**src/avtag_pkg.sv**
```systemverilog
package avtag_pkg;

  // Internal offset and count width; covers body sizes up to 2^24 bytes.
  localparam int unsigned OFS_W = 25;

  localparam logic [7:0] HDR_KEY        = 8'h17;
  localparam logic [7:0] HDR_INTER      = 8'h27;
  localparam logic [7:0] AVC_NALU       = 8'h01;
  localparam logic [7:0] START_CODE_END = 8'h01;
  localparam int unsigned BODY_START    = 5;

  typedef enum logic [1:0] {
    KIND_DATA = 2'd0,
    KIND_LEN  = 2'd1,
    KIND_HDR  = 2'd2,
    KIND_END  = 2'd3
  } item_kind_t;

  typedef enum logic [1:0] {
    ST_OK       = 2'd0,
    ST_NO_NAL   = 2'd1,
    ST_OVERFLOW = 2'd2
  } frame_status_t;

  // Everything one input byte produces, in emission order:
  // header, first data run, first length word, zero run, second length word, frame end.
  typedef struct packed {
    logic             hdr_en;
    logic             key;
    logic [2:0]       d1_k;
    logic [1:0]       d1_zix;
    logic [7:0]       data_byte;
    logic [OFS_W-1:0] d1_off;
    logic             l1_en;
    logic [OFS_W-1:0] l1_off;
    logic [OFS_W-1:0] l1_val;
    logic [1:0]       d2_k;
    logic [OFS_W-1:0] d2_off;
    logic             l2_en;
    logic [OFS_W-1:0] l2_off;
    logic [OFS_W-1:0] l2_val;
    logic             end_en;
    logic [OFS_W-1:0] end_size;
    frame_status_t    status;
    logic [31:0]      stamp;
  } cmd_t;

endpackage

```
**src/avtag_front.sv**
```systemverilog
module avtag_front #(
  parameter int unsigned MAX_BODY_BYTES = 1048576
) (
  input  logic              clk,
  input  logic              rst_n,
  input  logic              in_valid,
  output logic              in_ready,
  input  logic [7:0]        in_data_byte,
  input  logic              in_frame_last,
  input  logic              in_keyframe,
  input  logic [31:0]       in_timestamp,
  output logic              cmd_push,
  output avtag_pkg::cmd_t   cmd,
  input  logic              cmd_full
);

  localparam int unsigned W = avtag_pkg::OFS_W;
  localparam logic [W-1:0] MAX_V     = W'(MAX_BODY_BYTES);
  localparam logic [W-1:0] START_OFS = W'(avtag_pkg::BODY_START);
  localparam logic [W-1:0] LEN_SLOT  = W'(4);

  logic [1:0]   pz_r, pz_nxt;
  logic         in_nal_r, in_nal_nxt;
  logic         stopped_r, stopped_nxt;
  logic         at_start_r, at_start_nxt;
  logic         any_nal_r, any_nal_nxt;
  logic         ovf_r, ovf_nxt;
  logic [W-1:0] slot_r, slot_nxt;
  logic [W-1:0] cnt_r, cnt_nxt;
  logic [W-1:0] wo_r, wo_nxt;
  logic [31:0]  stamp_r, stamp_nxt;
  logic         accept;

  assign in_ready = !cmd_full;
  assign accept   = in_valid && in_ready;

  always_comb begin
    logic [2:0]   n;
    logic         run;
    logic         sc;
    logic [W-1:0] room;
    logic [2:0]   k;
    logic [1:0]   m;
    logic [1:0]   k2;

    pz_nxt       = pz_r;
    in_nal_nxt   = in_nal_r;
    stopped_nxt  = stopped_r;
    at_start_nxt = at_start_r;
    any_nal_nxt  = any_nal_r;
    ovf_nxt      = ovf_r;
    slot_nxt     = slot_r;
    cnt_nxt      = cnt_r;
    wo_nxt       = wo_r;
    stamp_nxt    = stamp_r;
    cmd          = '0;
    n            = '0;
    run          = 1'b0;
    sc           = 1'b0;
    room         = '0;
    k            = '0;
    m            = '0;
    k2           = '0;

    // first byte of the frame: header and timestamp
    if (at_start_r) begin
      cmd.hdr_en = 1'b1;
      cmd.key    = in_keyframe;
      stamp_nxt  = in_timestamp;
      wo_nxt     = START_OFS;
    end

    if (!stopped_nxt) begin
      cmd.data_byte = in_data_byte;
      cmd.d1_zix    = pz_nxt;
      if (in_data_byte == 8'h00) begin
        if (pz_nxt != 2'd3) begin
          pz_nxt = pz_nxt + 2'd1;
        end else begin
          n   = 3'd1;
          run = 1'b1;
        end
      end else if (in_data_byte == avtag_pkg::START_CODE_END && pz_nxt >= 2'd2) begin
        pz_nxt = '0;
        sc     = 1'b1;
      end else begin
        n      = {1'b0, pz_nxt} + 3'd1;
        pz_nxt = '0;
        run    = 1'b1;
      end

      // held zeros and the byte itself, clipped at the body limit
      if (run && in_nal_nxt) begin
        room       = MAX_V - wo_nxt;
        k          = (room < W'(n)) ? room[2:0] : n;
        cmd.d1_k   = k;
        cmd.d1_off = wo_nxt;
        wo_nxt     = wo_nxt + W'(k);
        cnt_nxt    = cnt_nxt + W'(k);
        if (room < W'(n)) begin
          ovf_nxt     = 1'b1;
          stopped_nxt = 1'b1;
          sc          = 1'b1;
        end
      end

      // close the open NAL (start code or overflow)
      if (sc && in_nal_nxt) begin
        in_nal_nxt = 1'b0;
        if (cnt_nxt == '0) begin
          wo_nxt      = slot_nxt;
          stopped_nxt = 1'b1;
        end else begin
          cmd.l1_en   = 1'b1;
          cmd.l1_off  = slot_nxt;
          cmd.l1_val  = cnt_nxt;
          any_nal_nxt = 1'b1;
        end
        cnt_nxt = '0;
      end

      // open the next NAL and reserve its length word
      if (sc && !stopped_nxt) begin
        room = MAX_V - wo_nxt;
        if (room < LEN_SLOT) begin
          ovf_nxt     = 1'b1;
          stopped_nxt = 1'b1;
        end else begin
          slot_nxt   = wo_nxt;
          wo_nxt     = wo_nxt + LEN_SLOT;
          in_nal_nxt = 1'b1;
          cnt_nxt    = '0;
        end
      end
    end

    if (in_frame_last) begin
      m      = pz_nxt;
      pz_nxt = '0;
      if (in_nal_nxt && !stopped_nxt && m != 2'd0) begin
        room       = MAX_V - wo_nxt;
        k2         = (room < W'(m)) ? room[1:0] : m;
        cmd.d2_k   = k2;
        cmd.d2_off = wo_nxt;
        wo_nxt     = wo_nxt + W'(k2);
        cnt_nxt    = cnt_nxt + W'(k2);
        if (room < W'(m)) begin
          ovf_nxt     = 1'b1;
          stopped_nxt = 1'b1;
        end
      end
      if (in_nal_nxt) begin
        in_nal_nxt = 1'b0;
        if (cnt_nxt == '0) begin
          wo_nxt      = slot_nxt;
          stopped_nxt = 1'b1;
        end else begin
          cmd.l2_en   = 1'b1;
          cmd.l2_off  = slot_nxt;
          cmd.l2_val  = cnt_nxt;
          any_nal_nxt = 1'b1;
        end
      end
      cmd.end_en   = 1'b1;
      cmd.end_size = wo_nxt;
      cmd.stamp    = stamp_nxt;
      if (ovf_nxt) begin
        cmd.status = avtag_pkg::ST_OVERFLOW;
      end else if (!any_nal_nxt) begin
        cmd.status = avtag_pkg::ST_NO_NAL;
      end else begin
        cmd.status = avtag_pkg::ST_OK;
      end
      // back to a fresh frame
      in_nal_nxt   = 1'b0;
      stopped_nxt  = 1'b0;
      at_start_nxt = 1'b1;
      any_nal_nxt  = 1'b0;
      ovf_nxt      = 1'b0;
      slot_nxt     = '0;
      cnt_nxt      = '0;
      wo_nxt       = START_OFS;
    end else begin
      at_start_nxt = 1'b0;
    end
  end

  assign cmd_push = accept && (cmd.hdr_en || cmd.d1_k != 3'd0 || cmd.l1_en ||
                               cmd.d2_k != 2'd0 || cmd.l2_en || cmd.end_en);

  always_ff @(posedge clk) begin
    if (!rst_n) begin
      pz_r       <= '0;
      in_nal_r   <= 1'b0;
      stopped_r  <= 1'b0;
      at_start_r <= 1'b1;
      any_nal_r  <= 1'b0;
      ovf_r      <= 1'b0;
      slot_r     <= '0;
      cnt_r      <= '0;
      wo_r       <= START_OFS;
      stamp_r    <= '0;
    end else if (accept) begin
      pz_r       <= pz_nxt;
      in_nal_r   <= in_nal_nxt;
      stopped_r  <= stopped_nxt;
      at_start_r <= at_start_nxt;
      any_nal_r  <= any_nal_nxt;
      ovf_r      <= ovf_nxt;
      slot_r     <= slot_nxt;
      cnt_r      <= cnt_nxt;
      wo_r       <= wo_nxt;
      stamp_r    <= stamp_nxt;
    end
  end

endmodule

```
**src/avtag_cmdq.sv**
```systemverilog
module avtag_cmdq #(
  parameter int unsigned DEPTH = 4
) (
  input  logic            clk,
  input  logic            rst_n,
  input  logic            push,
  input  avtag_pkg::cmd_t push_data,
  output logic            full,
  input  logic            pop,
  output avtag_pkg::cmd_t head,
  output logic            head_valid
);

  localparam int unsigned PW = (DEPTH > 1) ? $clog2(DEPTH) : 1;
  localparam int unsigned CW = $clog2(DEPTH + 1);
  localparam logic [PW-1:0] LAST_PTR = PW'(DEPTH - 1);
  localparam logic [CW-1:0] FULL_CNT = CW'(DEPTH);

  avtag_pkg::cmd_t mem_r [DEPTH];
  logic [PW-1:0]   wptr_r, rptr_r;
  logic [CW-1:0]   count_r;

  assign full       = (count_r == FULL_CNT);
  assign head_valid = (count_r != '0);
  assign head       = mem_r[rptr_r];

  always_ff @(posedge clk) begin
    if (push) begin
      mem_r[wptr_r] <= push_data;
    end
  end

  always_ff @(posedge clk) begin
    if (!rst_n) begin
      wptr_r  <= '0;
      rptr_r  <= '0;
      count_r <= '0;
    end else begin
      if (push) begin
        wptr_r <= (wptr_r == LAST_PTR) ? '0 : wptr_r + PW'(1);
      end
      if (pop) begin
        rptr_r <= (rptr_r == LAST_PTR) ? '0 : rptr_r + PW'(1);
      end
      if (push && !pop) begin
        count_r <= count_r + CW'(1);
      end else if (pop && !push) begin
        count_r <= count_r - CW'(1);
      end
    end
  end

endmodule

```
**src/avtag_back.sv**
```systemverilog
module avtag_back (
  input  logic            clk,
  input  logic            rst_n,
  input  avtag_pkg::cmd_t head,
  input  logic            head_valid,
  output logic            cmd_pop,
  output logic            out_valid,
  input  logic            out_ready,
  output logic [1:0]      out_item_kind,
  output logic [19:0]     out_body_offset,
  output logic [39:0]     out_item_value,
  output logic [1:0]      out_frame_status,
  output logic [31:0]     out_frame_stamp,
  output logic            out_last_of_run
);

  localparam int unsigned W = avtag_pkg::OFS_W;

  logic        hdr_done_r, hdr_done_nxt;
  logic [2:0]  d1_idx_r, d1_idx_nxt;
  logic        l1_done_r, l1_done_nxt;
  logic [1:0]  d2_idx_r, d2_idx_nxt;
  logic        l2_done_r, l2_done_nxt;

  logic        out_valid_r;
  logic [1:0]  kind_r;
  logic [19:0] ofs_r;
  logic [39:0] val_r;
  logic [1:0]  st_r;
  logic [31:0] stamp_r;
  logic        last_r;

  avtag_pkg::item_kind_t      kind;
  logic [W-1:0]               ofs;
  logic [39:0]                val;
  avtag_pkg::frame_status_t   st;
  logic [31:0]                stamp;
  logic                       is_last;
  logic                       load;

  logic after_hdr, after_d1, after_l1, after_d2, after_l2;

  assign after_l2  = head.end_en;
  assign after_d2  = head.l2_en || after_l2;
  assign after_l1  = (head.d2_k != 2'd0) || after_d2;
  assign after_d1  = head.l1_en || after_l1;
  assign after_hdr = (head.d1_k != 3'd0) || after_d1;

  // pick the next item of the head transaction in emission order
  always_comb begin
    hdr_done_nxt = hdr_done_r;
    d1_idx_nxt   = d1_idx_r;
    l1_done_nxt  = l1_done_r;
    d2_idx_nxt   = d2_idx_r;
    l2_done_nxt  = l2_done_r;
    kind         = avtag_pkg::KIND_END;
    ofs          = '0;
    val          = '0;
    st           = avtag_pkg::ST_OK;
    stamp        = '0;
    is_last      = 1'b1;
    priority if (head.hdr_en && !hdr_done_r) begin
      kind         = avtag_pkg::KIND_HDR;
      val          = {(head.key ? avtag_pkg::HDR_KEY : avtag_pkg::HDR_INTER),
                      avtag_pkg::AVC_NALU, 24'h0};
      is_last      = !after_hdr;
      hdr_done_nxt = 1'b1;
    end else if (d1_idx_r < head.d1_k) begin
      kind       = avtag_pkg::KIND_DATA;
      ofs        = head.d1_off + W'(d1_idx_r);
      val        = (d1_idx_r == {1'b0, head.d1_zix}) ? 40'(head.data_byte) : '0;
      is_last    = (d1_idx_r == head.d1_k - 3'd1) && !after_d1;
      d1_idx_nxt = d1_idx_r + 3'd1;
    end else if (head.l1_en && !l1_done_r) begin
      kind        = avtag_pkg::KIND_LEN;
      ofs         = head.l1_off;
      val         = 40'(head.l1_val);
      is_last     = !after_l1;
      l1_done_nxt = 1'b1;
    end else if (d2_idx_r < head.d2_k) begin
      kind       = avtag_pkg::KIND_DATA;
      ofs        = head.d2_off + W'(d2_idx_r);
      is_last    = (d2_idx_r == head.d2_k - 2'd1) && !after_d2;
      d2_idx_nxt = d2_idx_r + 2'd1;
    end else if (head.l2_en && !l2_done_r) begin
      kind        = avtag_pkg::KIND_LEN;
      ofs         = head.l2_off;
      val         = 40'(head.l2_val);
      is_last     = !after_l2;
      l2_done_nxt = 1'b1;
    end else begin
      val   = 40'(head.end_size);
      st    = head.status;
      stamp = head.stamp;
    end
  end

  assign load    = head_valid && (!out_valid_r || out_ready);
  assign cmd_pop = load && is_last;

  always_ff @(posedge clk) begin
    if (load) begin
      kind_r  <= kind;
      ofs_r   <= ofs[19:0];
      val_r   <= val;
      st_r    <= st;
      stamp_r <= stamp;
      last_r  <= is_last;
    end
  end

  always_ff @(posedge clk) begin
    if (!rst_n) begin
      out_valid_r <= 1'b0;
      hdr_done_r  <= 1'b0;
      d1_idx_r    <= '0;
      l1_done_r   <= 1'b0;
      d2_idx_r    <= '0;
      l2_done_r   <= 1'b0;
    end else begin
      if (load) begin
        out_valid_r <= 1'b1;
        if (is_last) begin
          hdr_done_r <= 1'b0;
          d1_idx_r   <= '0;
          l1_done_r  <= 1'b0;
          d2_idx_r   <= '0;
          l2_done_r  <= 1'b0;
        end else begin
          hdr_done_r <= hdr_done_nxt;
          d1_idx_r   <= d1_idx_nxt;
          l1_done_r  <= l1_done_nxt;
          d2_idx_r   <= d2_idx_nxt;
          l2_done_r  <= l2_done_nxt;
        end
      end else if (out_ready) begin
        out_valid_r <= 1'b0;
      end
    end
  end

  assign out_valid        = out_valid_r;
  assign out_item_kind    = kind_r;
  assign out_body_offset  = ofs_r;
  assign out_item_value   = val_r;
  assign out_frame_status = st_r;
  assign out_frame_stamp  = stamp_r;
  assign out_last_of_run  = last_r;

endmodule

```
**src/annexb_to_avcc_video_tag.sv**
```systemverilog
// Annex-B H.264 frame to FLV video tag body, as a stream of placed writes.
// Input channel (in_*): one frame byte per transaction; in_frame_last marks the
//   final byte, in_keyframe and in_timestamp are sampled on the first byte.
// Output channel (out_*): one write per transaction: tag header at offset 0,
//   NAL payload bytes, patched 4-byte NAL length words, and a frame-end
//   transaction with the body size, status and latched timestamp.
//   out_last_of_run flags the final write caused by one input byte.
// Timing: the first write of a byte is queued at the accepting edge, then loaded
//   from the queue head into the output register once that register is free.
// Throughput: one input byte per cycle while the command queue has room, and
//   one write per cycle on the output while the receiver is ready; a byte that
//   causes several writes (header, flushed zeros, length word, frame end; up to
//   six) holds the back end until all are out, and the queue absorbs the difference.
// Reset: synchronous, active low; drops queued work and starts a new frame.
// Receiver stall: the output register holds its write; the back end stops,
//   the queue fills, and in_ready drops once CMDQ_DEPTH transactions wait.
module annexb_to_avcc_video_tag #(
  parameter int unsigned MAX_BODY_BYTES = 1048576,
  parameter int unsigned CMDQ_DEPTH     = 4
) (
  input  logic        clk,
  input  logic        rst_n,
  input  logic        in_valid,
  output logic        in_ready,
  input  logic [7:0]  in_data_byte,
  input  logic        in_frame_last,
  input  logic        in_keyframe,
  input  logic [31:0] in_timestamp,
  output logic        out_valid,
  input  logic        out_ready,
  output logic [1:0]  out_item_kind,
  output logic [19:0] out_body_offset,
  output logic [39:0] out_item_value,
  output logic [1:0]  out_frame_status,
  output logic [31:0] out_frame_stamp,
  output logic        out_last_of_run
);

  avtag_pkg::cmd_t push_cmd;
  avtag_pkg::cmd_t head_cmd;
  logic            cmd_push;
  logic            cmd_full;
  logic            cmd_pop;
  logic            head_valid;

  // Front: start-code detection, NAL bookkeeping and body offsets per byte.
  avtag_front #(
    .MAX_BODY_BYTES(MAX_BODY_BYTES)
  ) u_front (
    .clk          (clk),
    .rst_n        (rst_n),
    .in_valid     (in_valid),
    .in_ready     (in_ready),
    .in_data_byte (in_data_byte),
    .in_frame_last(in_frame_last),
    .in_keyframe  (in_keyframe),
    .in_timestamp (in_timestamp),
    .cmd_push     (cmd_push),
    .cmd          (push_cmd),
    .cmd_full     (cmd_full)
  );

  // Short queue that lets the front run ahead of multi-write transactions.
  avtag_cmdq #(
    .DEPTH(CMDQ_DEPTH)
  ) u_cmdq (
    .clk       (clk),
    .rst_n     (rst_n),
    .push      (cmd_push),
    .push_data (push_cmd),
    .full      (cmd_full),
    .pop       (cmd_pop),
    .head      (head_cmd),
    .head_valid(head_valid)
  );

  // Back: expand each queued command into writes, one per cycle while out_ready allows.
  avtag_back u_back (
    .clk             (clk),
    .rst_n           (rst_n),
    .head            (head_cmd),
    .head_valid      (head_valid),
    .cmd_pop         (cmd_pop),
    .out_valid       (out_valid),
    .out_ready       (out_ready),
    .out_item_kind   (out_item_kind),
    .out_body_offset (out_body_offset),
    .out_item_value  (out_item_value),
    .out_frame_status(out_frame_status),
    .out_frame_stamp (out_frame_stamp),
    .out_last_of_run (out_last_of_run)
  );

endmodule

```
**config.mk**
```make
export PLATFORM = sky130hd
export DESIGN_NAME = annexb_to_avcc_video_tag
export DESIGN_NICKNAME = d
export VERILOG_FILES = /design/src/avtag_pkg.sv /design/src/avtag_front.sv /design/src/avtag_cmdq.sv /design/src/avtag_back.sv /design/src/annexb_to_avcc_video_tag.sv
export SDC_FILE = /design/constraint.sdc
export NUM_CORES = 1
export LEC_CHECK = 0
export BUFFER_PORTS_ARGS = -buffer_cell sky130_fd_sc_hd__buf_2
export CAP_MARGIN = 20
export CELL_PAD_IN_SITES_DETAIL_PLACEMENT = 0
export CELL_PAD_IN_SITES_GLOBAL_PLACEMENT = 2
export CORE_MARGIN = 5
export CORE_UTILIZATION = 45
export CTS_BUF_LIST = sky130_fd_sc_hd__clkbuf_8 sky130_fd_sc_hd__clkbuf_16
export DETAILED_ROUTE_END_ITERATION = 10
export GPL_TIMING_DRIVEN = 0
export PLACE_DENSITY = 0.81
export SLEW_MARGIN = 20
export SYNTH_ARGS = -nofsm -noshare
export SYNTH_HDL_FRONTEND = slang
export SYNTH_SLANG_ARGS = --single-unit
```
**constraint.sdc**
```tcl
create_clock -name clk -period 17.5 [get_ports clk]
set_input_delay 0.875 -clock clk [delete_from_list [all_inputs] [get_ports clk]]
set_output_delay 0.875 -clock clk [all_outputs]
set_load 0.1 [all_outputs]
```
After elaboration in Yosys (flattened, before gate mapping):

Memories as Yosys holds them, arrays and structs flattened. A register that Yosys moved wholly into a read port is not among the register bits.
Cells that the tools add are included.

* $add $sub $neg: 20
* muxes and demuxes: 138
* magnitude comparators: 6
* equal/unequal tests: 12
* reduce and logical (&&, ||, !) cells: 64

Operator list (number)
* $mux 25: 27
* $mux 51: 4
* $mux 40: 4
* $mux 138: 1
* $mux 89: 1
* $mux 20: 4
* $sub 21x25->25 const A: 3
* $mux 1: 63
* $add 25x2->25: 2
* $add 25x3->25: 2
* $logic_not 25->1: 2
* $mux 2: 20
* $mux 32: 1
* $mux 3: 10
* $mux 27: 1
* $add 25x3->25 const B: 1
* $lt 25x2->1: 1
* $lt 25x3->1: 1
* $lt 25x3->1 const B: 1
* $add 20x2->20: 1
* $add 20x3->20: 1
* $reduce_bool 2->1: 10
* $logic_and 1x1->1: 17
* $logic_not 1->1: 14
* other kinds (28): 48

* flip-flop bits (word level): 227
* input bits: 46
* logic and storage cells: 268
* bits in writable memories: 916
* memories: 1
* output and inout bits: 99

Memories
* u_cmdq.mem_r: words 4, width 229, rd ports 1, clocked after memory_dff 1, wr ports 1, line avtag_cmdq.sv:19 `avtag_pkg::cmd_t mem_r [DEPTH];`

Depth between registers and ports, before layout:

Gate-level depths: netlist of the first run.

* word-level depth: 41
* depth in mapped cells: 67
* depth with buffers taken out: 56

By module:

A second synthesis of the first run with hierarchy kept.

* cells, all modules: 3985
* area, all modules: 53944.2 um2

Modules (own cells, without submodules)
* avtag_cmdq: cells an instance 1240, seq. area each 27686.6 um2, times used 1, area an instance 33729.8 um2
* avtag_front: cells an instance 2170, seq. area each 2282.2 um2, times used 1, area an instance 14579.0 um2
* avtag_back: cells an instance 575, seq. area each 2732.6 um2, times used 1, area an instance 5635.4 um2

Worst setup path before layout of the first run:

No wires, ideal clock.

* path kind: register to register
* from: register u_front.at_start_r
* to: memory u_cmdq.mem_r[0][34] (netlist bit) (data pin)
* library setup time: 0.183 ns
* slack: 2.666 ns
* stages on the path, launching flop included: 61
* path buffers: 11
* arrival: 14.651 ns
* period minus slack after synthesis: 14.834 ns
* data required time: 17.317 ns
* cells stage by stage: dfxtp_1 clkbuf_1 buf_2 buf_2 buf_2 clkbuf_1 or2_2 inv_1 ha_1 nor2b_1 nand4_1 o31ai_1 nor2_1 or3_1 nor4b_1 nand2_1 a31oi_1 inv_1 [25 not listed] or4b_1 a31o_2 a2111oi_0 nand4b_1 mux2i_1 inv_1 ha_1 a21oi_1 nor3_1 nand4_1 a211oi_2 nand2_1 or4b_4 a211oi_4 nand3_4 nor2_8 buf_6 mux2i_1

RTL lines
* start: declaration: line avtag_front.sv:25 `logic at_start_r, at_start_nxt;`
* start signal: assignment: line avtag_front.sv:207 `at_start_r <= at_start_nxt;`
* end: declaration: line avtag_cmdq.sv:19

==> impl_results.md, run 1 <==
* Status: complete, no violations
* CP max FO at 12
* Switching power at 2.83 mW
* Cell mode on critical path: buf_4
* Post-Syn Area at 0.0511 mm^2
* Reg-to-reg startpoint: u_front.at_start_r
* Max-cap violations at 0
* Ys flop type: edfxtp_1
* Crit path depth at 63
* Post-Syn Area per Cell at 12.9 um^2
* # clock sinks at 1053
* Root Driver: clkbuf_16
* Post-route DRC at 0
* Largest net degree at the start of global routing at 49
* Initial antenna violation count at 9
* Synthesized-area fraction occupied by adder cells at 0.0128
* Cells after Synth at roughly 4000
* Asr flop ratio synth at 0
* Leakage at about 20 nW
* # nets final at 4356
* FMAX at 58.6 MHz
* Placer congestion estimate at 0.957
* Clock buffer count from CTS at about 110
* All-layer global routing usage at 0.293
* Final Skew at 64.1 ps
* Post-synth EDFFs at 921
* Core box area at between 0.1 and 0.15 mm^2
* Final Hold Fails at 0
* IO buf count at about 130
* Worst setup path start: u_front.at_start_r
* Req. time, crit path at 17870 ps
* Sequential element share of the synthesized area at 0.592
* Worst-margin pin slew at between 1000 and 1500 ps
* Clk buf depth at 3
* DP HPWL at 135000 um
* Vias in the first global route at 34900
* Die area at 0.120 mm^2
* Data arrival time of the worst path at approximately 17000 ps
* I/O pins at about 150
* Fillers at 9708
* Compound-Gate Fraction of Synth Area at 0.0912
* WL final at 181000 um
* Clock transition at the registers of the reported paths at 60 ps
* R2r worst-path depth at 63
* CP peak stage delay at 630 ps
* Final setup fails at 0
* Yosys reg bits at 1053
* Area grow syn2layout at 15.5%
* Ys Warns at 0
* Max VDD drop at 0.000131 V
* Netlist cell types at 106
* GR Overflow Total at 0
* Clk network pwr share at 0.300
* Multiplexer share of the synthesized area at 0.111
* Post-synthesis xor/xnor area fraction at 0.0280
* Startpoint types: flip-flop
* Crit. End Element: flip-flop
* WP buf/inv at 17
* Cell Rows at 123
* Fin util at 0.524
* Drt pass-1 iters at 6
* Post-route setup TNS at 0 ps
* FF-to-FF End: u_cmdq.mem_r[0][53]
* Switch share at 0.356
* Wire length of the first global-routing pass at roughly 260000 um
* Pint at 5.11 mW
* PwrDens at 135 mW/mm^2
* H-Tree Depth at 3
* Worst path slowest cell: or4_1
* Max-slew violation count at 0
* CP delay by family, top: simple AND/OR/NAND/NOR gates
* Area of the multi-input gates at 0.0200 mm^2
* Flop pwr share at 0.395
* Main combinational cell family by area after synthesis: simple AND/OR/NAND/NOR gates
* CTS tree: yes
* Reg area at ~0.030 mm^2
* Clock latency at the later pin of the worst-skew pair at 730 ps
* Starting Density at 0.454
* DR vias at ~36000
* Slew margin rel. at 0.170
* Die width at 347 um
* Tcrit/Tclk final at 0.976
* DRT iter0 DRCs at ~4300
* Routed length per instance at 30.9 um
* Final critical-path required period at between 15000 and 20000 ps
* R2R setup slack at between 400 and 500 ps
* Via density at 6.19
* Synth Area in Simple Gates at 0.136
* Die height at 347 um
* Share of post-route cells with drive strength above 1 at 0.185
* Comb pwr share at 0.305
* Post-route ant nets at 0
* Critical path class: reg -> reg
* Worst hold margin at 400 ps
* CP Capture Point: u_cmdq.mem_r[0][53]
* Worst hold-check path type: in -> reg
-- placed cells by master (no fill, tap or decap), drive strengths merged, types with 40 or more instances in the layout --
cell type and instances:
buf 267, inv 105, nor2b 121, nor4 49, a211oi 55, clkbuf 316, nand3 73, a22oi 40
xor2 68, mux2i 84, o21ai 113, dfxtp 132, and2 99, a21oi 130, nor3 96, nor2 367
a21boi 42, nand4 45, nand2 329, mux4 207, xnor2 94, ha 41, edfxtp 921
-- area by class of cell --
cell class	instances	area share
timing repair buffer	193	0.0270
multi-input combinational	2557	0.339
tap	1500	0.0318
buffer	270	0.0205
sequential	1053	0.513
inverter	79	0.00502
clock inverter	83	0.0144
clock buffer	120	0.0491
antenna	3	0.000127
-- power groups by stage --
stage / Combinational, mW / Sequential (mW) / Clock (mW)
after global routing: 2.54 / 3.16 / 2.53
after floorplan: 1.03 / 3.97 / 0
final: 2.42 / 3.14 / 2.38
after detailed placement: 2.43 / 3.19 / 0
after CTS: 2.44 / 3.14 / 2.42
after global placement: 2.35 / 3.29 / 0
-- synth_stat cells, drive strengths merged (15+ instances only) --
| library cell | count | share of area |
|---|---|---|
| nand2 | 329 | 0.024 |
| xnor2 | 94 | 0.016 |
| or3 | 35 | 0.0044 |
| buf | 75 | 0.0080 |
| mux2i | 84 | 0.017 |
| inv | 78 | 0.0057 |
| a21boi | 42 | 0.0062 |
| a31oi | 29 | 0.0035 |
| nand3 | 73 | 0.0077 |
| dfxtp | 132 | 0.052 |
| nor2b | 121 | 0.015 |
| nor3 | 96 | 0.0096 |
| and3 | 22 | 0.0027 |
| edfxtp | 921 | 0.54 |
| mux4 | 207 | 0.091 |
| nand2b | 26 | 0.0032 |
| o31ai | 25 | 0.0039 |
| xor2 | 68 | 0.012 |
| nor2 | 367 | 0.027 |
| a21oi | 130 | 0.013 |
| a211oi | 55 | 0.010 |
| and2 | 99 | 0.012 |
| nor4 | 49 | 0.0067 |
| nand4 | 45 | 0.0056 |
| o22ai | 28 | 0.0034 |
| ha | 41 | 0.010 |
| or2 | 23 | 0.0028 |
| o211ai | 35 | 0.0052 |
| a22oi | 40 | 0.0059 |
| mux2 | 15 | 0.0033 |
| o21ai | 113 | 0.011 |
| or4 | 18 | 0.0028 |
| clkbuf | 199 | 0.015 |
-- worst min-delay path by stage --
stage	startpoint	endpoint	slack, ps	cells past startpoint
2_1_floorplan	u_back.hdr_done_r	u_back.hdr_done_r	440	2
6_report	in_frame_last	u_cmdq.mem_r[0][59]	400	1
3_5_place_dp	u_front.stamp_r[23]	u_front.stamp_r[23]	460	2
3_3_place_gp	u_front.stamp_r[13]	u_front.stamp_r[13]	450	2
4_1_cts	in_timestamp[26]	u_front.stamp_r[26]	360	3
5_1_grt	in_frame_last	u_cmdq.mem_r[0][59]	380	1
-- metrics by stage --
| stage | total power [mW] | cells | setup WS [ps] | instance area (um^2) |
|---|---|---|---|---|
| 2_1_floorplan | 5.00 | 3963 | 2670 | 51200 |
| 3_3_place_gp | 5.64 | 5596 | -6850 | 53700 |
| 3_5_place_dp | 5.63 | 5622 | -5690 | 54400 |
| 4_1_cts | 8.00 | 5849 | 6.71 | 58900 |
| 5_1_grt | 8.23 | 5857 | -80.3 | 59000 |
| 6_report | 7.94 | 5858 | 428 | 59000 |
-- sequential cells by signal (all words and copies together) (netlist names), 2 cells and up, named ones only --
| name | cells |
|---|---|
| u_back.d2_idx_r | 2 |
| u_front.cnt_r | 25 |
| u_cmdq.rptr_r | 2 |
| u_back.out_item_value | 28 |
| u_back.out_frame_stamp | 32 |
| u_cmdq.mem_r | 836 |
| u_back.d1_idx_r | 3 |
| u_back.out_frame_status | 2 |
| u_cmdq.wptr_r | 2 |
| u_cmdq.count_r | 3 |
| u_front.stamp_r | 32 |
| u_front.pz_r | 2 |
| u_back.out_body_offset | 20 |
| u_front.wo_r | 25 |
| u_back.out_item_kind | 2 |
| u_front.slot_r | 25 |
-- per-layer routing --
metal / vias to the layer above / share of wire / track usage / wire (um)
met5: - / 0 / 0 / 0
met4: 0 / 0.045 / 0.115 / 8200
met3: 328 / 0.080 / 0.0462 / 14500
met2: 1627 / 0.45 / 0.449 / 81600
met1: 18600 / 0.42 / 0.423 / 76600
li1: 15700 / - / - / -
-- worst reg2reg max path, delay by kind of cell, from the launching register on --
kind | cells | cell delay (ps)
AOI/OAI and AO/OA | 14 | 3580
and+or+nand+nor | 23 | 6420
buffers and inverters | 17 | 3790
DFF | 1 | 490
adders and majority gates | 6 | 1830
muxes | 2 | 460
xor gates and xnor gates | 1 | 150
-- logic make-up (layout without fill, tap and decap cells) --
logic type	count (synthesis)	count (layout)
compound gates	657	657
simple gates	1374	1374
mux	306	306
fa+ha+maj	48	48
buf+inv	353	745
flops	1053	1053
other cells	1	13
xor+xnor	162	162
-- timing repair --
action                                  4_1_cts  5_1_grt
endpoints found under the setup margin      300      248
gates resized for setup                     104       26
pin swaps                                    21        8
setup buffers                                24       10
hold buffers                                  0        0
No activity file was read; power rests on OpenSTA's default activity.
==> run 2, diff against run 1 <==
CAP_MARGIN = 15   (was 20)
PLACE_DENSITY = 0.89   (was 0.81)
==> run 2 against run 1 <==
  * Routed wire length is 0.63% lower
  * Combinational power hardly changed
  * Worst hold slack better by 16 ps
  * Non-clock buffer count is 2 lower
  * Sequential share of layout area is 0.078 points higher
  * Clock skew is 8.0 ps lower
  * Register-to-register slack worse by 40 ps
  * Power is 0.87% lower
  * Sequential cell count stayed put
==> impl_results.md, run 2 (synthesis gave the netlist of run 1 again) <==
* Final setup fails at 0
* Req. time, crit path at between 15000 and 20000 ps
* DP HPWL at 133000 um
* Final critical-path required period at between 15000 and 20000 ps
* Fillers at 9497
* Via density at approximately 6.2
* Worst path slowest cell: or4_1
* Max VDD drop at roughly 0.00013 V
* Core box area at 0.113 mm^2
* Share of post-route cells with drive strength above 1 at 0.183
* Post-route DRC at 0
* Max-cap violations at 0
* CP max FO at 12
* All-layer global routing usage at 0.291
* Starting Density at 0.454
* Placed cells at between 5000 and 6000
* Tcrit/Tclk final at 0.978
* Place WS at -5580 ps
* Commonest non-fill, non-tap cell in the layout: edfxtp_1
* IO buf count at 133
* WL final at about 180000 um
* Final Hold Fails at 0
* Critical path class: reg -> reg
* R2r worst-path depth at between 60 and 70
* CTS tree: yes
* Initial antenna violation count at 11
* Routed length per instance at 30.7 um
* Clock transition at the registers of the reported paths at around 60 ps
* CP peak stage delay at 620 ps
* Area grow syn2layout at 15.3%
* Fin util at 0.523
* WHS Path Cells at 3
* Hold-fix buffers at CTS at 0
* Drt pass-1 iters at 5
* GR Overflow Total at 0
* Status: complete, no violations
* Final Skew at 56.1 ps
* Worst setup margin at 388 ps
* Number of flip-flops in the largest register at between 800 and 900
* Die width at 347 um
* Die area at 0.120 mm^2
* Max-slew violation count at 0
* Data arrival time of the worst path at 17570 ps
* H-Tree Depth at 3
* PwrDens at 134 mW/mm^2
* Startpoint types: flip-flop
* Die height at 347 um
* DRT iter0 DRCs at around 4100
* Clock latency at the later pin of the worst-skew pair at 720 ps
* # clock sinks at 1053
* Cell Rows at approximately 120
* Clk buf depth at 3
* Vias in the first global route at between 30000 and 40000
* FMAX at 58.4 MHz
* Crit. End Element: flip-flop
* Worst hold-check path type: in -> reg
* Placer congestion estimate at roughly 1
* Clock buffer count from CTS at between 100 and 150
* Post-route ant nets at 0
* Most frequent cells in the layout: 921 x edfxtp_1, 358 x nor2_1, 327 x nand2_1
* Cell mode on critical path: buf_4
* Root Driver: clkbuf_16
* # nets final at around 4400
* Largest net degree at the start of global routing at 47
* Slew margin rel. at 0.174
* I/O pins at about 150
* Largest Register: u_cmdq.mem_r
* DR vias at 36500
* Wire length of the first global-routing pass at 256000 um
* Post-Layout Cell Count at 5852
* Worst-margin pin slew at 1240 ps
* Leakage at ~20 nW
run 2: changes by cell type in the layout (fill, tap and decap cells not counted), sizes merged:
cell,delta
clkinv,+11
inv,-9
clkinvlp,-2
diode,-1
bufinv,-3
clkbuf,+7
buf,-9
run 2: repair_timing:
| action | in CTS | in global routing |
|---|---|---|
| hold endpoints to repair | 0 | 0 |
| gates resized for setup | 105 | 36 |
| endpoints found under the setup margin | 300 | 252 |
| pin swaps | 15 | 12 |
| setup buffers | 18 | 9 |
run 2: worst paths after layout:
check,startpoint,to,slack [ps]
min reg2reg,u_front.stamp_r[14],u_front.stamp_r[14],460
max reg2reg,u_front.at_start_r,u_cmdq.mem_r[0][51],390
min,in_timestamp[8],u_front.stamp_r[8],420
max,u_front.at_start_r,u_cmdq.mem_r[0][51],390
run 2: metrics by stage:
stage / setup TNS, ps / hold slack (ps) / power (mW) / area [um^2]
6_report: 0 / 416 / 7.87 / 59000
5_1_grt: -110 / 412 / 8.15 / 59000
4_1_cts: 0 / 381 / 7.91 / 58700
3_5_place_dp: -1478730 / 456 / 5.63 / 54500
3_3_place_gp: -4627030 / 449 / 5.62 / 53700
2_1_floorplan: 0 / 438 / 5.00 / 51200
run 2: cell type report:
cell class / count / area [um^2] / share of cell area
flip-flops and latches: 1053 / 30300 / 0.514
multi-input cells: 2557 / 20100 / 0.341
clock buffers: 120 / 2850 / 0.0483
well taps: 1500 / 1880 / 0.0318
repair buffers: 188 / 1570 / 0.0267
plain buffers: 273 / 1230 / 0.0208
clock inverters: 80 / 728 / 0.0124
inverters: 79 / 297 / 0.00503
diodes: 2 / 5.00 / 0.0000849
run 2: worst max-delay path: cells and delay by family, from the launching register on:
family	cells	cell delay (ps)
AOI/OAI and AO/OA	16	3720
xor gates and xnor gates	3	700
adders and majority gates	6	2000
buffers and inverters	18	3840
DFF	1	510
muxes	2	540
and+or+nand+nor	18	5480
run 2: power by group:
part           leakage (nW)  total, mW  switching [mW]  internal (mW)
registers              10.1       3.14          0.0803           3.06
logic                  7.95       2.43            1.75          0.684
clock network          1.80       2.30           0.994           1.30
run 2: metal layers:
metal	share of wire	global-route usage	up-vias
li1	-	-	15700
met1	0.41	0.412	18500
met2	0.46	0.454	1965
met3	0.093	0.0502	335
met4	0.043	0.108	2
met5	0.000072	0	-
